### config.mk
export PLATFORM = sky130hd
export DESIGN_NAME = lss_queue
export DESIGN_NICKNAME = d
export VERILOG_FILES = /design/src/rtl/core/lss_queue.sv
export SDC_FILE = /design/constraint.sdc
export NUM_CORES = 1
export LEC_CHECK = 0
export BUFFER_PORTS_ARGS = -buffer_cell sky130_fd_sc_hd__buf_2
export CELL_PAD_IN_SITES_DETAIL_PLACEMENT = 1
export CELL_PAD_IN_SITES_GLOBAL_PLACEMENT = 2
export CORE_MARGIN = 2
export CORE_UTILIZATION = 31
export DETAILED_ROUTE_END_ITERATION = 10
export PLACE_DENSITY_LB_ADDON = 0.1
export SYNTH_ARGS = -nofsm -noshare
export SYNTH_HDL_FRONTEND = slang
export SYNTH_SLANG_ARGS = --single-unit
### constraint.sdc
create_clock -name clk -period 1.4 [get_ports clk]
set_clock_uncertainty 0.15 [all_clocks]
set_input_delay 0.14 -clock clk [delete_from_list [all_inputs] [get_ports clk]]
set_output_delay 0.14 -clock clk [all_outputs]
set_load 0.01 [all_outputs]
### src/rtl/core/lss_queue.sv
// two-entry queue between front and back
// no dependencies
module lss_queue #(
    parameter int WIDTH = 8
) (
    input  logic             clk,
    input  logic             rst_n,
    input  logic             wr_en,
    input  logic [WIDTH-1:0] wr_data,
    input  logic             rd_en,
    output logic [WIDTH-1:0] rd_data,
    output logic             full,
    output logic             empty
);

    logic [WIDTH-1:0] slot_reg [2];
    logic             wr_ptr_reg;
    logic             rd_ptr_reg;
    logic [1:0]       count_reg;

    assign full    = count_reg == 2'd2;
    assign empty   = count_reg == 2'd0;
    assign rd_data = slot_reg[rd_ptr_reg];

    always_ff @(posedge clk)
    begin
        if (wr_en)
        begin
            slot_reg[wr_ptr_reg] <= wr_data;
        end
    end

    always_ff @(posedge clk or negedge rst_n)
    begin
        if (!rst_n)
        begin
            wr_ptr_reg <= 1'b0;
            rd_ptr_reg <= 1'b0;
            count_reg  <= 2'd0;
        end
        else
        begin
            if (wr_en)
            begin
                wr_ptr_reg <= !wr_ptr_reg;
            end
            if (rd_en)
            begin
                rd_ptr_reg <= !rd_ptr_reg;
            end
            if (wr_en && !rd_en)
            begin
                count_reg <= count_reg + 2'd1;
            end
            else if (rd_en && !wr_en)
            begin
                count_reg <= count_reg - 2'd1;
            end
        end
    end

endmodule

==> results of run 1 <==
logic make-up after synthesis:
logic type / Yosys count
flops: 20
fa+ha+maj: 1
mux: 8
buf+inv: 2
simple gates: 5
xor+xnor: 5
Yosys cell counts, drive strengths merged:
cell	count	area, um2
and2	1	6.26
and2b	1	8.76
buf	1	11.3
dfrtp	4	100
edfxtp	16	480
ha	1	12.5
inv	1	3.75
mux2	8	90.1
nor2	2	7.51
nor2b	1	6.26
xnor2	1	8.76
xor2	4	35.0
stage by stage:
stage          area, um2  setup WS, ns  util (%)  setup TNS, ns  cells
3_5_place_dp         910        0.0136      37.7              0     92
5_1_grt             1120        -0.222      46.4          -1.70    112
2_1_floorplan        771        0.0883         -              0     41
4_1_cts             1110        -0.161      46.0          -1.23    111
6_report            1120        -0.151      46.4          -1.15    112
3_3_place_gp         910        0.0252      37.7              0     92
repair_timing:
item | 4_1_cts | 5_1_grt
gates resized for setup | 7 | 1
setup endpoints to repair | 8 | 17
hold buffers | 11 | 0
setup buffers | 4 | 1
hold endpoints to repair | 22 | 0
cell usage in the layout (no fill, tap or decap):
cell type	instances
dfrtp_1	3
buf_4	6
dfrtp_2	1
xor2_1	4
dlygate4sd3_1	11
edfxtp_1	16
buf_6	5
and2_2	1
ha_1	1
clkbuf_4	3
buf_2	16
inv_1	1
mux2_2	8
nor2b_1	1
nor2_1	2
and2b_2	1
clkbuf_1	1
xnor2_1	1
power breakdown:
| group | total [mW] | switching, mW | internal (mW) |
|---|---|---|---|
| clock network | 0.268 | 0.158 | 0.111 |
| registers | 0.875 | 0.0648 | 0.810 |
| logic | 0.766 | 0.315 | 0.450 |
| total | 1.91 | 0.538 | 1.37 |
final timing paths:
| check | start | endpoint | slack (ns) |
|---|---|---|---|
| worst max-delay path | rd_ptr_reg$_DFFE_PN0P_ | rd_data[4] | -0.15 |
| worst min-delay path | rst_n | count_reg[0]$_DFFE_PN0P_ | 0.05 |
| worst max register to register | count_reg[0]$_DFFE_PN0P_ | count_reg[1]$_DFFE_PN0P_ | 0.24 |
| worst min register to register | count_reg[1]$_DFFE_PN0P_ | count_reg[1]$_DFFE_PN0P_ | 0.35 |
| max in group asynchronous | rst_n | rd_ptr_reg$_DFFE_PN0P_ | 0.91 |
| min in group clk | count_reg[1]$_DFFE_PN0P_ | count_reg[1]$_DFFE_PN0P_ | 0.35 |
per-layer routing:
layer  vias up  routed length [um]
met1       218                 632
met2         9                 724
li1        229                   -
met3         2                  38
met5         -                   0
met4         0                   7
final cells by class:
cell class,instances,share of cell area [%]
Sequential cell,20,52.1
Clock buffer,4,2.35
Multi-Input combinational cell,19,15.8
Tap cell,30,3.36
Timing Repair Buffer,38,26.1
Inverter,1,0.336
==> flow_summary.yaml, run 1 <==
setup_path:
  reg2reg_depth: 4
  crit_chain: "buf_4 -> mux2_2 -> buf_6"
  crit_buf_inv: 2
  critPathTopFamily: "flip-flops"
  worstSetupPathType: "register to primary output"
  crit_slowest_cell: "dfrtp_2"
  start_kind: "register"
  arrival_ns: 1.26
  max_stage_delay_ns: 0.42
  endpoint_kind: "primary output"
  crit_cells: 3
  worstPathRequired_ns: 1.11
  path_max_fanout: 3
sta:
  min_period_ns: 1.55
  relSlewSlack_pct: 85.9
  slew_viol_final: 0
  fmax_ghz: 0.645
  whs_ns: 0.0533
  fin_crit_sh_pct: 111
  layout_setup_ws_ns: -0.151
  rsz0062_at_grt: "true"
  timing_hold_violations_final: 0
  setup_viol: 8
  worstMarginPinSlew_ns: 0.212
logic_synthesis:
  synth_xor_area_share_pct: 5.68
  synth_area_um2: 771
  synthAdderAreaFrac_pct: 1.62
  synth_top_family_by_area: "multiplexers"
  synth_simple_gate_area_share_pct: 3.73
  syn-num-nets: 54
  yosysWarnings: 0
  synthMuxAreaShare_pct: 11.7
  synth.avg_cell_area_um2: 18.8
  ys_seq_area_share_pct: 75.3
  synth_cell_types: 12
  ys_seq_elements: 20
  synth_compound_area_share_pct: 0
  synthCells: 41
run_status:
  violations: "negative setup slack"
  outcome: "finished with violations"
route:
  num_vias: 458
  wl_per_cell_um: 12.5
  drt_pass1_iterations: 3
  via_per_inst: 4.09
  wirelength_mm: 1.40
  ant_nets: 0
  drcViolationCount: 0
  drtIter0Drc: 6
cts:
  htreeDepth: 1
  cts.clk_slew.worst_paths_ns: 0.11
  clockBufferDepth: 2
  cts-buffers-inserted: 3
  cts_tree: "done"
  cts_sinks: 20
  cts_root_buffer: "clkbuf_4"
  clk_latency_ns: 0.29
global_routing:
  use_met2_pct: 19.3
  first_global_vias: 470
  antenna_found_initial: 0
  grtUsageMet3_pct: 2.50
  grt_max_degree: 12
  grt.overflow.total: 0
  grt_use_total_pct: 11.2
  grt_pass1_wl_mm: 2.19
  grt-busiest-layer: "met2"
  use_met1_pct: 13.6
placed_design:
  io_buffers: 21
  routabilityCongestion: 0.666
  hpwl_um: 833
die:
  die_area_mm2: 0.00290
  row_count: 18
  start_util_pct: 32.0
  die_y_um: 53.9
  io_pins: 22
  chipWidth_um: 53.9
  core_mm2: 0.00241
cells_and_area:
  fin_nets: 96
  diodes: 0
  synthToLayoutAreaGrowth_pct: 45.0
  seqCellArea_um2: 582
  layout-drive-gt1-share_pct: 50.0
  fill_cells: 241
  multiInputGateArea_um2: 176
  largest_reg_flops: 16
power:
  power_mw: 1.91
  vdd_drop_max_mv: 0.754
  power.density_mw_per_mm2: 1710
  leakage_nw: 0.461
job:
  drv_cap: 0
min_path:
  worstHoldPathType: "input pin to asynchronous set/reset pin"
(Power assumes the default switching activity.)
==> inputs of run 2 (changes only) <==
--- a/config.mk
+++ b/config.mk
@@ -12,6 +12,7 @@
 export CORE_UTILIZATION = 31
 export DETAILED_ROUTE_END_ITERATION = 10
 export PLACE_DENSITY_LB_ADDON = 0.1
+export SLEW_MARGIN = 20
 export SYNTH_ARGS = -nofsm -noshare
 export SYNTH_HDL_FRONTEND = slang
 export SYNTH_SLANG_ARGS = --single-unit
==> constraint.sdc (replaced) <==
create_clock -name clk -period 1.3 [get_ports clk]
set_clock_uncertainty 0.15 [all_clocks]
set_input_delay 0.13 -clock clk [delete_from_list [all_inputs] [get_ports clk]]
set_output_delay 0.13 -clock clk [all_outputs]
set_load 0.01 [all_outputs]
==> flow_summary.yaml, run 2 (same netlist as run 1, synthesis figures left out) <==
sta:
  fmax_ghz: 0.648
  rsz0062_at_grt: "true"
  timing_hold_violations_final: 0
  worstMarginPinSlew_ns: 0.132
  relSlewSlack_pct: 91.2
  slew_viol_final: 0
  min_period_ns: 1.54
  fin_crit_sh_pct: 119
  setup_viol: 8
  layout_setup_ws_ns: -0.244
  setup_tns_ns: -1.89
placed_design:
  placed_cells: 94
  io_buffers: 21
  routabilityCongestion: 0.675
  hpwl_um: 828
setup_path:
  worstSetupPathType: "register to primary output"
  arrival_ns: 1.26
  endpoint_kind: "primary output"
  worstPathRequired_ns: 1.02
  start_kind: "register"
  ff2ff_setup_slack_ns: 0.15
  path_max_fanout: 5
global_routing:
  grt.overflow.total: 0
  first_global_vias: 474
  grt_pass1_wl_mm: 2.04
  grt_use_total_pct: 10.1
  grt_max_degree: 12
  antenna_found_initial: 0
run_status:
  outcome: "finished with violations"
  violations: "negative setup slack"
route:
  drt_pass1_iterations: 4
  drtIter0Drc: 2
  num_vias: 474
  via_per_inst: 4.19
  ant_nets: 0
  drcViolationCount: 0
  wirelength_mm: 1.26
  wl_per_cell_um: 11.1
cells_and_area:
  layout.cells.non_filler: 113
  fin_nets: 97
  layout_common_cells: "edfxtp_1 (16), buf_2 (12), dlygate4sd3_1 (11), buf_6 (11), mux2_2 (7)"
  mostFrequentLayoutCell: "edfxtp_1"
  largest_reg_flops: 16
  synthToLayoutAreaGrowth_pct: 55.4
  diodes: 0
  fill_cells: 251
  layout-drive-gt1-share_pct: 51.8
die:
  row_count: 18
  io_pins: 22
  chipWidth_um: 53.9
  die_area_mm2: 0.00290
  start_util_pct: 32.0
  core_mm2: 0.00241
  die_y_um: 53.9
power:
  leakage_nw: 0.494
  vdd_drop_max_mv: 0.825
  power_mw: 2.28
  power.density_mw_per_mm2: 1900
cts:
  cts_root_buffer: "clkbuf_4"
  clockBufferDepth: 2
  clk_latency_ns: 0.28
  htreeDepth: 1
  cts_tree: "done"
  cts_sinks: 20
  cts-buffers-inserted: 3
  cts.clk_slew.worst_paths_ns: 0.10
min_path:
  worstHoldPathType: "input pin to asynchronous set/reset pin"
job:
  drv_cap: 0
==> run 2: cell types whose count changed in the layout (fill, tap and decap cells not counted), moves of 2 or more <==
cell / delta
buf_4: -3
buf_12: +2
buf_6: +6
buf_2: -4
==> run 2: repair_timing <==
action                                 in CTS  in global routing
setup endpoints to repair                   9                  9
endpoints found under the hold margin      22                  0
buffers inserted                            3                  1
pin swaps                                   0                  0
resized for setup                          13                  1
hold buffers                               11                  0
==> run 2: layer usage <==
layer  track usage [%]  wire, um
met5                 0         0
met4              2.56         0
met3              2.50        46
met2              17.9       663
met1              12.2       548
==> run 2: final cells by class <==
class	count	area, um2	area share (%)
clock buffer	4	36.3	3.03
multi-input combinational	19	181	15.2
tap	30	37.5	3.13
sequential	20	582	48.6
timing repair buffer	39	357	29.8
inverter	1	3.75	0.313
==> run 2: worst max-delay path, stage by stage (launching register included) <==
cell     delay (ns)
dfrtp_2        0.39
buf_6          0.12
mux2_2         0.34
buf_6          0.12
==> run 2: report_power, final <==
group          switching [mW]  internal, mW  total (mW)
registers              0.0692         0.873       0.942
logic                   0.371         0.628        1.00
clock network           0.169         0.170       0.339
total                   0.610          1.67        2.28
==> run 2: final timing paths <==
check                                         start                        to  cells after the start
max                          rd_ptr_reg$_DFFE_PN0P_                rd_data[1]                      3
min                                           rst_n  count_reg[0]$_DFFE_PN0P_                      2
max reg2reg                count_reg[0]$_DFFE_PN0P_  count_reg[1]$_DFFE_PN0P_                      4
min reg2reg                  wr_ptr_reg$_DFFE_PN0P_    wr_ptr_reg$_DFFE_PN0P_                      1
max in group asynchronous                     rst_n    rd_ptr_reg$_DFFE_PN0P_                      2
min in group clk                              wr_en  count_reg[0]$_DFFE_PN0P_                      3
==> run 2: metrics by stage <==
stage	utilization (%)	hold slack, ns	setup WS, ns	area [um2]
after detailed placement	39.5	-0.208	-0.0680	952
final	49.7	0.0208	-0.244	1200
after global placement	39.5	-0.204	-0.0463	952
after global routing	49.7	0.0218	-0.300	1200
after floorplan	-	-0.316	0.149	773
after CTS	49.2	0.00516	-0.259	1190
