<file path="config.mk">
export PLATFORM = sky130hd
export DESIGN_NAME = lss_front
export DESIGN_NICKNAME = d
export VERILOG_FILES = /design/src/rtl/core/lss_pkg.sv /design/src/rtl/core/lss_front.sv
export SDC_FILE = /design/constraint.sdc
export NUM_CORES = 1
export LEC_CHECK = 0
export BUFFER_PORTS_ARGS = -buffer_cell sky130_fd_sc_hd__buf_2
export CELL_PAD_IN_SITES_DETAIL_PLACEMENT = 0
export CELL_PAD_IN_SITES_GLOBAL_PLACEMENT = 2
export CORE_UTILIZATION = 20
export CTS_BUF_LIST = sky130_fd_sc_hd__clkbuf_4 sky130_fd_sc_hd__clkbuf_8 sky130_fd_sc_hd__clkbuf_16
export CTS_CLUSTER_DIAMETER = 30
export DETAILED_ROUTE_END_ITERATION = 10
export GPL_TIMING_DRIVEN = 1
export PLACE_DENSITY_LB_ADDON = 0.1
export REMOVE_ABC_BUFFERS = 1
export SKIP_LAST_GASP = 1
export SYNTH_ARGS = -nofsm -noshare
export SYNTH_HDL_FRONTEND = slang
export SYNTH_SLANG_ARGS = --single-unit
</file>
<file path="constraint.sdc">
create_clock -name clk -period 1.94 [get_ports clk]
set_input_delay 0.097 -clock clk [delete_from_list [all_inputs] [get_ports clk]]
set_output_delay 0.097 -clock clk [all_outputs]
set_load 0.01 [all_outputs]
</file>
<file path="src/rtl/core/lss_pkg.sv">
// shared types and constants for the lifo stack with sort
// no dependencies
package lss_pkg;

    localparam int DEPTH_DEF     = 128;
    localparam int WORD_BITS_DEF = 32;
    localparam int IN_BITS       = 32;
    localparam int OUT_BITS      = 32;
    localparam int POS_BITS      = 7;
    localparam int FILL_BITS     = 8;

    typedef enum logic [1:0] {
        CMD_PUSH = 2'd0,
        CMD_POP  = 2'd1,
        CMD_PEEK = 2'd2,
        CMD_SORT = 2'd3
    } cmd_t;

    typedef enum logic [1:0] {
        ST_OK       = 2'd0,
        ST_OVERFLOW = 2'd1,
        ST_EMPTY    = 2'd2
    } status_t;

    typedef enum logic [2:0] {
        OP_PUSH  = 3'd0,
        OP_POP   = 3'd1,
        OP_PEEK  = 3'd2,
        OP_SORT  = 3'd3,
        OP_FULL  = 3'd4,
        OP_EMPTY = 3'd5
    } op_t;

    localparam int OP_BITS = $bits(op_t);

endpackage

</file>
<file path="src/rtl/core/lss_front.sv">
// front end: takes commands, tracks the fill level and classifies each transfer
// depends on lss_pkg
module lss_front #(
    parameter int DEPTH     = 128,
    parameter int WORD_BITS = 32
) (
    input  logic                              clk,
    input  logic                              rst_n,
    input  logic                              start,
    input  logic                              q_full,
    input  logic [1:0]                        cmd,
    input  logic signed [lss_pkg::IN_BITS-1:0] push_value,
    output logic                              item_valid,
    output lss_pkg::op_t                      item_op,
    output logic [$clog2(DEPTH)-1:0]          item_addr,
    output logic [$clog2(DEPTH+1)-1:0]        item_fill,
    output logic [WORD_BITS-1:0]              item_word
);
    import lss_pkg::*;

    localparam int AW = $clog2(DEPTH);
    localparam int CW = $clog2(DEPTH + 1);

    logic [CW-1:0]                occ_reg;
    logic [CW-1:0]                occ_next;
    logic [WORD_BITS+IN_BITS-1:0] ext_word;

    assign ext_word   = {{WORD_BITS{push_value[IN_BITS-1]}}, push_value};
    assign item_word  = ext_word[WORD_BITS-1:0];
    assign item_valid = start && !q_full;

    always_comb
    begin
        occ_next  = occ_reg;
        item_op   = OP_EMPTY;
        item_addr = '0;
        item_fill = occ_reg;
        if (cmd_t'(cmd) == CMD_PUSH)
        begin
            if (occ_reg == CW'(DEPTH))
            begin
                item_op = OP_FULL;
            end
            else
            begin
                item_op   = OP_PUSH;
                item_addr = occ_reg[AW-1:0];
                item_fill = occ_reg + CW'(1);
                occ_next  = occ_reg + CW'(1);
            end
        end
        else if (occ_reg != '0)
        begin
            case (cmd_t'(cmd))
                CMD_POP:
                begin
                    item_op   = OP_POP;
                    item_addr = AW'(occ_reg - CW'(1));
                    item_fill = occ_reg - CW'(1);
                    occ_next  = occ_reg - CW'(1);
                end
                CMD_PEEK:
                begin
                    item_op   = OP_PEEK;
                    item_addr = AW'(occ_reg - CW'(1));
                end
                CMD_SORT:
                begin
                    item_op = OP_SORT;
                end
                default:
                begin
                    item_op = OP_EMPTY;
                end
            endcase
        end
    end

    always_ff @(posedge clk or negedge rst_n)
    begin
        if (!rst_n)
        begin
            occ_reg <= '0;
        end
        else if (item_valid)
        begin
            occ_reg <= occ_next;
        end
    end

endmodule

</file>
==> run metrics, run 1 <==
initial antenna violation count 0; TritonCTS clock tree built; area of the mapped netlist 0.00140 mm²; sequential element share of the synthesized area 14.3%; CP max FO 6; global-route wire length before repair 9040 µm; M2 GR Usage 25.5%; share of cells above drive strength 1 51.2%; clock network power share 11.1%; Critical Path, Cell by Cell buf_6 > or4b_4 > a211oi_4 > nor3_1 > a21oi_1 > buf_2; met1 Track Usage GR 19.8%; crit start category register; skew final 0.00240 ns; Reg power frac 15.1%; Total GRT Usage 16.8%; Core Box Area 0.00679 mm²; DR pass1 iterations 7; Root Driver clkbuf_8; Seq cells post-synth 8; CP Data Required Time 1.84 ns; hold depth 0; Finished Cell Area 0.00199 mm²; Switch Pwr 0.897 mW; Hold Crit Class input port to primary output; Async SR Flop Fraction 100%; crit path DAT 1.89 ns; 1st-iter DRT viols 81; Clk pin slew, worst setup/hold paths 0.05 ns; internal power 1.04 mW; Buf+Inv Stages, Crit Path 2; worst setup margin -0.0439 ns; vias per inst 4.84; Final Cycle Share 102%; post-DR wirelength/cell 19.6 µm; max reg flops 8; Initial Util 20.6%; Crit Path Category register to primary output; Post-Place Cell Area 0.00153 mm²; Ys Warns 0; DRT Wirelength 6110 µm; top_reg_cell synth dfrtp_1; crit end category primary output; H-tree levels 1; RSZ-0062 raised after global routing yes; cell count after synthesis 184; grt ovf 0; most used routing layer met2; outcome finished with violations; EDFF count, synth 0; cells taking the most area after synthesis buf_4 17%, dfrtp_1 14%, ha_1 7.1%; FF/Latch Area 201 µm²; I/O pin cnt 89; setup TNS -0.125 ns; Layout Nets 263; Yosys top cell by area buf_4; maximum clock path buffer count 2; Final Max Slew Viols 0; number of global-route vias before repair 1541; sw frac 46.2%; max capacitance violation total 0; Final Hold Viols 0; worst reg2reg path depth 9; Slew HR 75.4%; Syn Area/Cell 7.62 µm²; Worst-Margin Slew 0.367 ns; final worst path period need 1.98 ns; Die Y 85.7 µm; Crit path depth 6; DRT antenna net count 0; final RePlAce weighted congestion 0.752; PortBufs 24; CP delay by family, top simple AND/OR/NAND/NOR gates; peak supply drop 0.000233 V; worst slack, placed 0.0907 ns; leakage power 0.829 nW; TritonCTS Buffers 3; clk_lat worst skew 0.23 ns; largest net degree at the start of global routing 13; DP HPWL 4500 µm; Synth top area share 17.1%; total number of vias 1504; n_diodes 0; critical path's slowest cell or4b_4; Peak Freq 504 MHz; Area Growth Syn to Fin 41.9%; die area 0.00735 mm²; Multi-input gate area 0.00106 mm²; # DRC 2; row count 30; GR Layer Usage met3 9.34%; total design power 1.94 mW; Fillers 771; Setup-failing EPs final 5; failing checks DRC, setup timing; Chip Width 85.7 µm; P per Cell Area 976 mW/mm²; synth unique cells 48; CTS sink count 8; share of power burned in combinational logic 73.9%; Worst path max stage delay 0.56 ns
[routing by layer]
layer,share of wire (%),wire length (µm)
met2,45,2770
met4,0.90,55
met1,43,2640
met3,9.4,574
met5,1.1,68
[final cells by class]
type,count,share of cell area (%)
timing repair buffer,71,26.1
multi-input combinational,120,53.2
inverter,13,2.45
clock buffer,3,2.08
sequential,8,10.1
tap,96,6.04
[synth_stat cells (3+ instances only)]
cell and n:
mux2i_1 6, buf_2 4, dfrtp_1 8, nand2_1 16
inv_1 12, nor3_1 7, xnor2_1 6, a31oi_1 4
ha_1 8, a21oi_1 11, buf_4 32, clkbuf_1 5
a221oi_1 4, o21ai_0 7, and3_1 3, nor2_1 6
o22ai_1 7
[cell usage in the layout, fill, tap and decap left out, types with 7 or more instances in the layout]
master / count
buf_6: 10
nand2_1: 14
inv_1: 10
a21oi_1: 10
buf_2: 22
dfrtp_1: 7
buf_4: 38
[path summary, 6_finish.rpt]
check                                    start  slack, ns            end
worst min-delay path            push_value[19]       0.19  item_word[19]
min in group asynchronous                rst_n       0.28     occ_reg[5]
worst max-delay path                occ_reg[0]      -0.04   item_fill[5]
worst min register to register      occ_reg[6]       0.70     occ_reg[6]
worst max register to register      occ_reg[2]       0.09     occ_reg[5]
max in group asynchronous                rst_n       1.44     occ_reg[2]
[stage by stage]
| stage | instances | util (%) | hold slack [ns] |
|---|---|---|---|
| 2_1_floorplan | 141 | - | -0.199 |
| 4_1_cts | 301 | 25.7 | 0.194 |
| 5_1_grt | 311 | 29.3 | 0.194 |
| 3_5_place_dp | 285 | 22.5 | -0.0236 |
| 3_3_place_gp | 285 | 22.5 | -0.0217 |
| 6_report | 311 | 29.3 | 0.194 |
[power by group through the flow]
stage	combinational, mW	sequential [mW]	clock, mW
3_3_place_gp	1.03	0.291	0
5_1_grt	1.56	0.300	0.232
3_5_place_dp	1.03	0.286	0
4_1_cts	1.17	0.298	0.224
2_1_floorplan	0.544	0.339	0
6_report	1.43	0.292	0.215
[cell families after synthesis]
family	after synthesis	synth area share, %
xor+xnor	6	3.75
fa+ha+maj	8	7.14
mux	7	5.09
flops	8	14.3
compound gates	48	23.1
simple gates	51	22.1
buf+inv	56	24.6
[timing repair]
action,in CTS,in global routing
resized for setup,16,32
buffers inserted,12,10
cloned,0,0
endpoints found under the hold margin,8,0
setup endpoints to repair,10,19
pin swaps,4,11
hold buffers,1,0
[worst reg2reg max path: cells and delay by family (launching register included)]
family | cells | cell delay [ns]
buffers and inverters | 5 | 0.66
flip-flops | 1 | 0.48
AND/OR/NAND/NOR | 1 | 0.27
AO/OA/AOI/OAI | 3 | 0.33
Note: power is estimated with default switching activity, not from simulation.
==> inputs of run 2 (changes only) <==
- MAX_ROUTING_LAYER: not set -> met4
- PLACE_DENSITY: not set -> 0.75
- PLACE_DENSITY_LB_ADDON: 0.1 -> not set
==> run 2 against run 1 <==
Net effect:
- the flow finishes with violations (setup timing)
- design area is 5.5% lower
- register-to-register slack worse by 0.02 ns
- setup slack better by 0.013 ns
- wire length is 9.2% lower
- count of clock-buffer cells in the layout stayed put
- clock skew is 0.0019 ns higher
- first-iteration DRC count is 40% higher
- global-route usage is 1.4 points lower
- highest routed layer is now met4
- critical path depth stayed put
- die area stayed put
- sequential power hardly changed
- worst hold slack hardly changed
==> run metrics, run 2 (synthesized netlist as in run 1, its figures left out) <==
DP HPWL 4060 µm; Initial Util 20.6%; most frequent cells in the layout 39 x buf_4, 24 x buf_2, 15 x nand2_1; Crit Path Category register to primary output; clk_lat worst skew 0.24 ns; vias per inst 4.77; final worst path period need 1.97 ns; critical path's slowest cell or4b_4; die area 0.00735 mm²; Clk pin slew, worst setup/hold paths 0.05 ns; TritonCTS clock tree built; P per Cell Area 960 mW/mm²; FF-to-FF Start occ_reg[0]; crit end category primary output; failing checks setup timing; max capacitance violation total 0; worst reg2reg path depth 8; row count 30; Total GRT Usage 15.4%; outcome finished with violations; Final Cycle Share 102%; 1st-iter DRT viols 113; Die Y 85.7 µm; Hold Crit Start push_value[13]; initial antenna violation count 0; TritonCTS Buffers 3; setup TNS -0.0833 ns; most common cell after layout, fill and taps aside buf_4; # DRC 0; Final Hold Viols 0; Setup-failing EPs final 4; Core Box Area 0.00679 mm²; CP delay by family, top simple AND/OR/NAND/NOR gates; number of global-route vias before repair 1429; skew final 0.00429 ns; DRT Wirelength 5550 µm; Slew HR 75.0%; final RePlAce weighted congestion 0.816; Switch Pwr 0.838 mW; Reg-to-Reg End occ_reg[5]; crit start category register; flop2flop setup slack 0.07 ns; CTS sink count 8; worst setup margin -0.0308 ns; share of power burned in combinational logic 71.9%; Root Driver clkbuf_8; Critical Path, Cell by Cell buf_6 > or4b_4 > a211oi_4 > nor3_1 > a21oi_1 > buf_2; I/O pin cnt 89; Layout Nets 260; total design power 1.80 mW; PortBufs 24; Area Growth Syn to Fin 34.1%; Chip Width 85.7 µm; leakage power 0.796 nW; clock network power share 12.0%; sw frac 46.5%; post-DR wirelength/cell 18.0 µm; Buf+Inv Stages, Crit Path 2; largest net degree at the start of global routing 13; Worst Hold End item_word[13]; global-route wire length before repair 8190 µm; Post-Place Cell Area 0.00153 mm²; total number of vias 1469; worst slack, placed 0.0621 ns; DRT antenna net count 0; Peak Freq 507 MHz; Worst path max stage delay 0.56 ns; Reg power frac 16.1%; H-tree levels 1; Hold Crit Class input port to primary output; Util after Layout 27.7%; CP Data Required Time 1.84 ns; grt ovf 0; hold depth 0; n_diodes 0; max reg flops 8; share of cells above drive strength 1 45.8%; crit path DAT 1.87 ns; Final Max Slew Viols 0; internal power 0.965 mW; DR pass1 iterations 4; Finished Cell Area 0.00188 mm²; maximum clock path buffer count 2; peak supply drop 0.000306 V; RSZ-0062 raised after global routing yes; CP max FO 6; Worst-Margin Slew 0.372 ns
==> run 2: cell count changes in the layout (fill, tap and decap cells not counted), sizes merged <==
cell  previous run  this run
buf             70        67
==> run 2: metal layers <==
| metal | track usage, % | vias up | part of all wire, % |
|---|---|---|---|
| met5 | - | - | 0 |
| met4 | 1.36 | 0 | 0.49 |
| met3 | 12.1 | 6 | 15 |
| met2 | 21.3 | 75 | 44 |
| met1 | 18.0 | 709 | 41 |
| li1 | - | 679 | - |
==> run 2: worst max path at each step <==
stage	slack [ns]	depth (start not counted)	end	start
finish	-0.03	6	item_fill[5]	occ_reg[0]
global route	-0.15	6	item_fill[5]	occ_reg[0]
CTS	-0.03	6	item_fill[5]	occ_reg[0]
detailed placement	0.06	7	item_fill[2]	occ_reg[1]
global placement	0.1	8	item_addr[4]	occ_reg[0]
floorplan	-0.33	6	item_addr[0]	occ_reg[0]
==> run 2: layout make-up <==
type                            instances  area, µm²
Timing Repair Buffer                   68        468
Sequential cell                         8        201
Inverter                               13       48.8
Multi-Input combinational cell        120       1000
Fill cell                             724       4910
Tap cell                               96        120
Clock buffer                            3       41.3
==> run 2: metrics by stage <==
step,cells,hold slack [ns]
after floorplan,141,-0.199
after global placement,285,-0.0358
after detailed placement,285,-0.0319
after CTS,300,0.194
after global routing,308,0.194
final,308,0.194
==> run 2: power groups by stage <==
stage	Clock, mW	Combinational (mW)	Sequential, mW
floorplan	0	0.544	0.339
finish	0.216	1.30	0.291
CTS	0.221	1.14	0.306
global route	0.239	1.42	0.300
detailed placement	0	1.01	0.290
global placement	0	1.01	0.289
==> run 2: what timing repair did <==
item / 4_1_cts / 5_1_grt
setup endpoints to repair: 13 / 16
pin swaps: 8 / 3
cloned: 0 / 0
hold buffers: 1 / 0
gates resized for setup: 17 / 13
setup buffers: 11 / 8
endpoints found under the hold margin: 8 / 0
==> inputs of run 3 (changes only) <==
- CTS_BUF_LIST: sky130_fd_sc_hd__clkbuf_4 sky130_fd_sc_hd__clkbuf_8 sky130_fd_sc_hd__clkbuf_16 -> sky130_fd_sc_hd__clkbuf_16
==> run 3 against run 2 <==
Net effect:
- the run still ends with setup timing left
- global-route usage up 0.23 points
- total power up 7.7%
- critical path depth up 2
- sequential share of layout area down 0.15 points
- setup slack worse by 0.029 ns
- combinational power about the same
- register-to-register slack about the same
- die area unchanged
- flip-flop and latch count unchanged
- critical endpoint is now item_addr[6]
==> run metrics, run 3 (synthesized netlist as in run 1, its figures left out) <==
outcome finished with violations; failing checks setup timing; share of cells above drive strength 1 44.8%; Hold Crit Class input port to primary output; CP delay by family, top simple AND/OR/NAND/NOR gates; peak supply drop 0.000383 V; total design power 1.94 mW; global-route wire length before repair 8300 µm; clock network power share 18.7%; Layout Nets 260; total number of vias 1468; Critical Path, Cell by Cell inv_1 > ha_4 > nor2b_4 > buf_4 > and3_1 > mux2i_1 > o22ai_1 > buf_2; Root Driver clkbuf_16; final worst path period need 2.00 ns; Die Y 85.7 µm; clk_lat worst skew 0.24 ns; Area Growth Syn to Fin 36.0%; Core Box Area 0.00679 mm²; Util after Layout 28.0%; Initial Util 20.6%; skew final 0.00511 ns; Fin Hold WS 0.194 ns; Reg power frac 15.3%; sw frac 44.2%; Finished Cell Area 0.00191 mm²; n_diodes 0; Worst path max stage delay 0.38 ns; Total GRT Usage 15.6%; DP HPWL 4060 µm; most common cell after layout, fill and taps aside buf_4; TritonCTS clock tree built; largest net degree at the start of global routing 13; RSZ-0062 raised after global routing yes; worst setup margin -0.0597 ns; P per Cell Area 1020 mW/mm²; Chip Width 85.7 µm; H-tree levels 1; crit path DAT 1.90 ns; row count 30; Setup-failing EPs final 4; max capacitance violation total 0; Slew HR 74.9%; DR pass1 iterations 4; Fillers 712; post-DR wirelength/cell 18.2 µm; grt ovf 0; crit start category register; Switch Pwr 0.858 mW; FF-to-FF Start occ_reg[0]; Final Cycle Share 103%; most frequent cells in the layout 39 x buf_4, 24 x buf_2, 16 x nand2_1; CP max FO 5; worst slack, placed 0.0621 ns; Post-Place Cell Area 0.00153 mm²; Crit path depth 8; CP startpoint occ_reg[0]; worst reg2reg path depth 8; crit end category primary output; Clk pin slew, worst setup/hold paths 0.04 ns; initial antenna violation count 0; PortBufs 24; leakage power 0.808 nW; DRT Wirelength 5600 µm; maximum clock path buffer count 2; critical path's slowest cell dfrtp_1; vias per inst 4.77; number of global-route vias before repair 1428; Worst-Margin Slew 0.374 ns; DRT antenna net count 0; Final Max Slew Viols 0; I/O pin cnt 89; Crit Path Category register to primary output; share of power burned in combinational logic 66.0%; Buf+Inv Stages, Crit Path 3; Hold Crit Start push_value[13]; flop2flop setup slack 0.06 ns; Reg-to-Reg End occ_reg[5]; die area 0.00735 mm²; 1st-iter DRT viols 109; final RePlAce weighted congestion 0.816; Setup crit end item_addr[6]; Peak Freq 500 MHz; max reg flops 8; Final Hold Viols 0; # DRC 0; CTS sink count 8; internal power 1.08 mW; CP Data Required Time 1.84 ns; TritonCTS Buffers 3
-- run 3: cell count changes in the layout (fill, tap and decap cells not counted) --
cell,previous run,this run
clkbuf_16,0,3
clkbuf_8,3,0
a221oi_1,3,2
a221oi_2,1,2
nand2_1,15,16
nand2_2,1,0
o21ai_0,5,6
o21ai_2,1,0
xnor2_1,5,6
xnor2_2,1,0
-- run 3: routing by layer --
metal	up-vias	GRT usage, %	part of all wire, %
met1	712	18.3	42
met4	0	1.36	0.48
li1	683	-	-
met5	-	-	0
met3	6	12.1	14
met2	67	21.8	44
-- run 3: worst register-to-register path: cells and delay by family, from the launching register on --
family / cells / cell delay, ns
simple gates: 1 / 0.56
compound gates: 3 / 0.39
flops: 1 / 0.38
buf+inv: 4 / 0.46
-- run 3: power by group through the flow --
| stage | registers, mW | clock network, mW | logic (mW) |
|---|---|---|---|
| 6_report | 0.298 | 0.363 | 1.28 |
| 5_1_grt | 0.301 | 0.384 | 1.40 |
| 4_1_cts | 0.305 | 0.366 | 1.12 |
| 3_5_place_dp | 0.290 | 0 | 1.01 |
| 3_3_place_gp | 0.289 | 0 | 1.01 |
| 2_1_floorplan | 0.339 | 0 | 0.544 |
-- run 3: cell type report --
| type | count | area (µm²) | share of cell area (%) |
|---|---|---|---|
| repair buffers | 68 | 468 | 24.6 |
| flip-flops and latches | 8 | 201 | 10.6 |
| clock buffers | 3 | 75.1 | 3.94 |
| multi-input cells | 120 | 992 | 52.1 |
| inverters | 13 | 48.8 | 2.56 |
| well taps | 96 | 120 | 6.30 |
-- run 3: stage by stage --
step | cells | setup TNS, ns
final | 308 | -0.132
after global routing | 308 | -1.04
after CTS | 299 | -0.0656
after detailed placement | 285 | 0
after global placement | 285 | 0
after floorplan | 141 | -2.64
-- run 3: worst min path at each step --
| stage | slack (ns) | cells after the start | endpoint |
|---|---|---|---|
| finish | 0.19 | 0 | item_word[13] |
| global route | 0.19 | 0 | item_word[14] |
| CTS | 0.19 | 0 | item_word[13] |
| detailed placement | -0.03 | 1 | occ_reg[7] |
| global placement | -0.04 | 1 | occ_reg[7] |
| floorplan | -0.20 | 0 | occ_reg[0] |
-- run 3: timing repair --
action	CTS	global route
hold endpoints to repair	8	0
endpoints found under the setup margin	13	15
gates cloned	0	0
hold buffers	1	0
buffers inserted	10	9
pin swaps	6	2
gates resized for setup	15	12
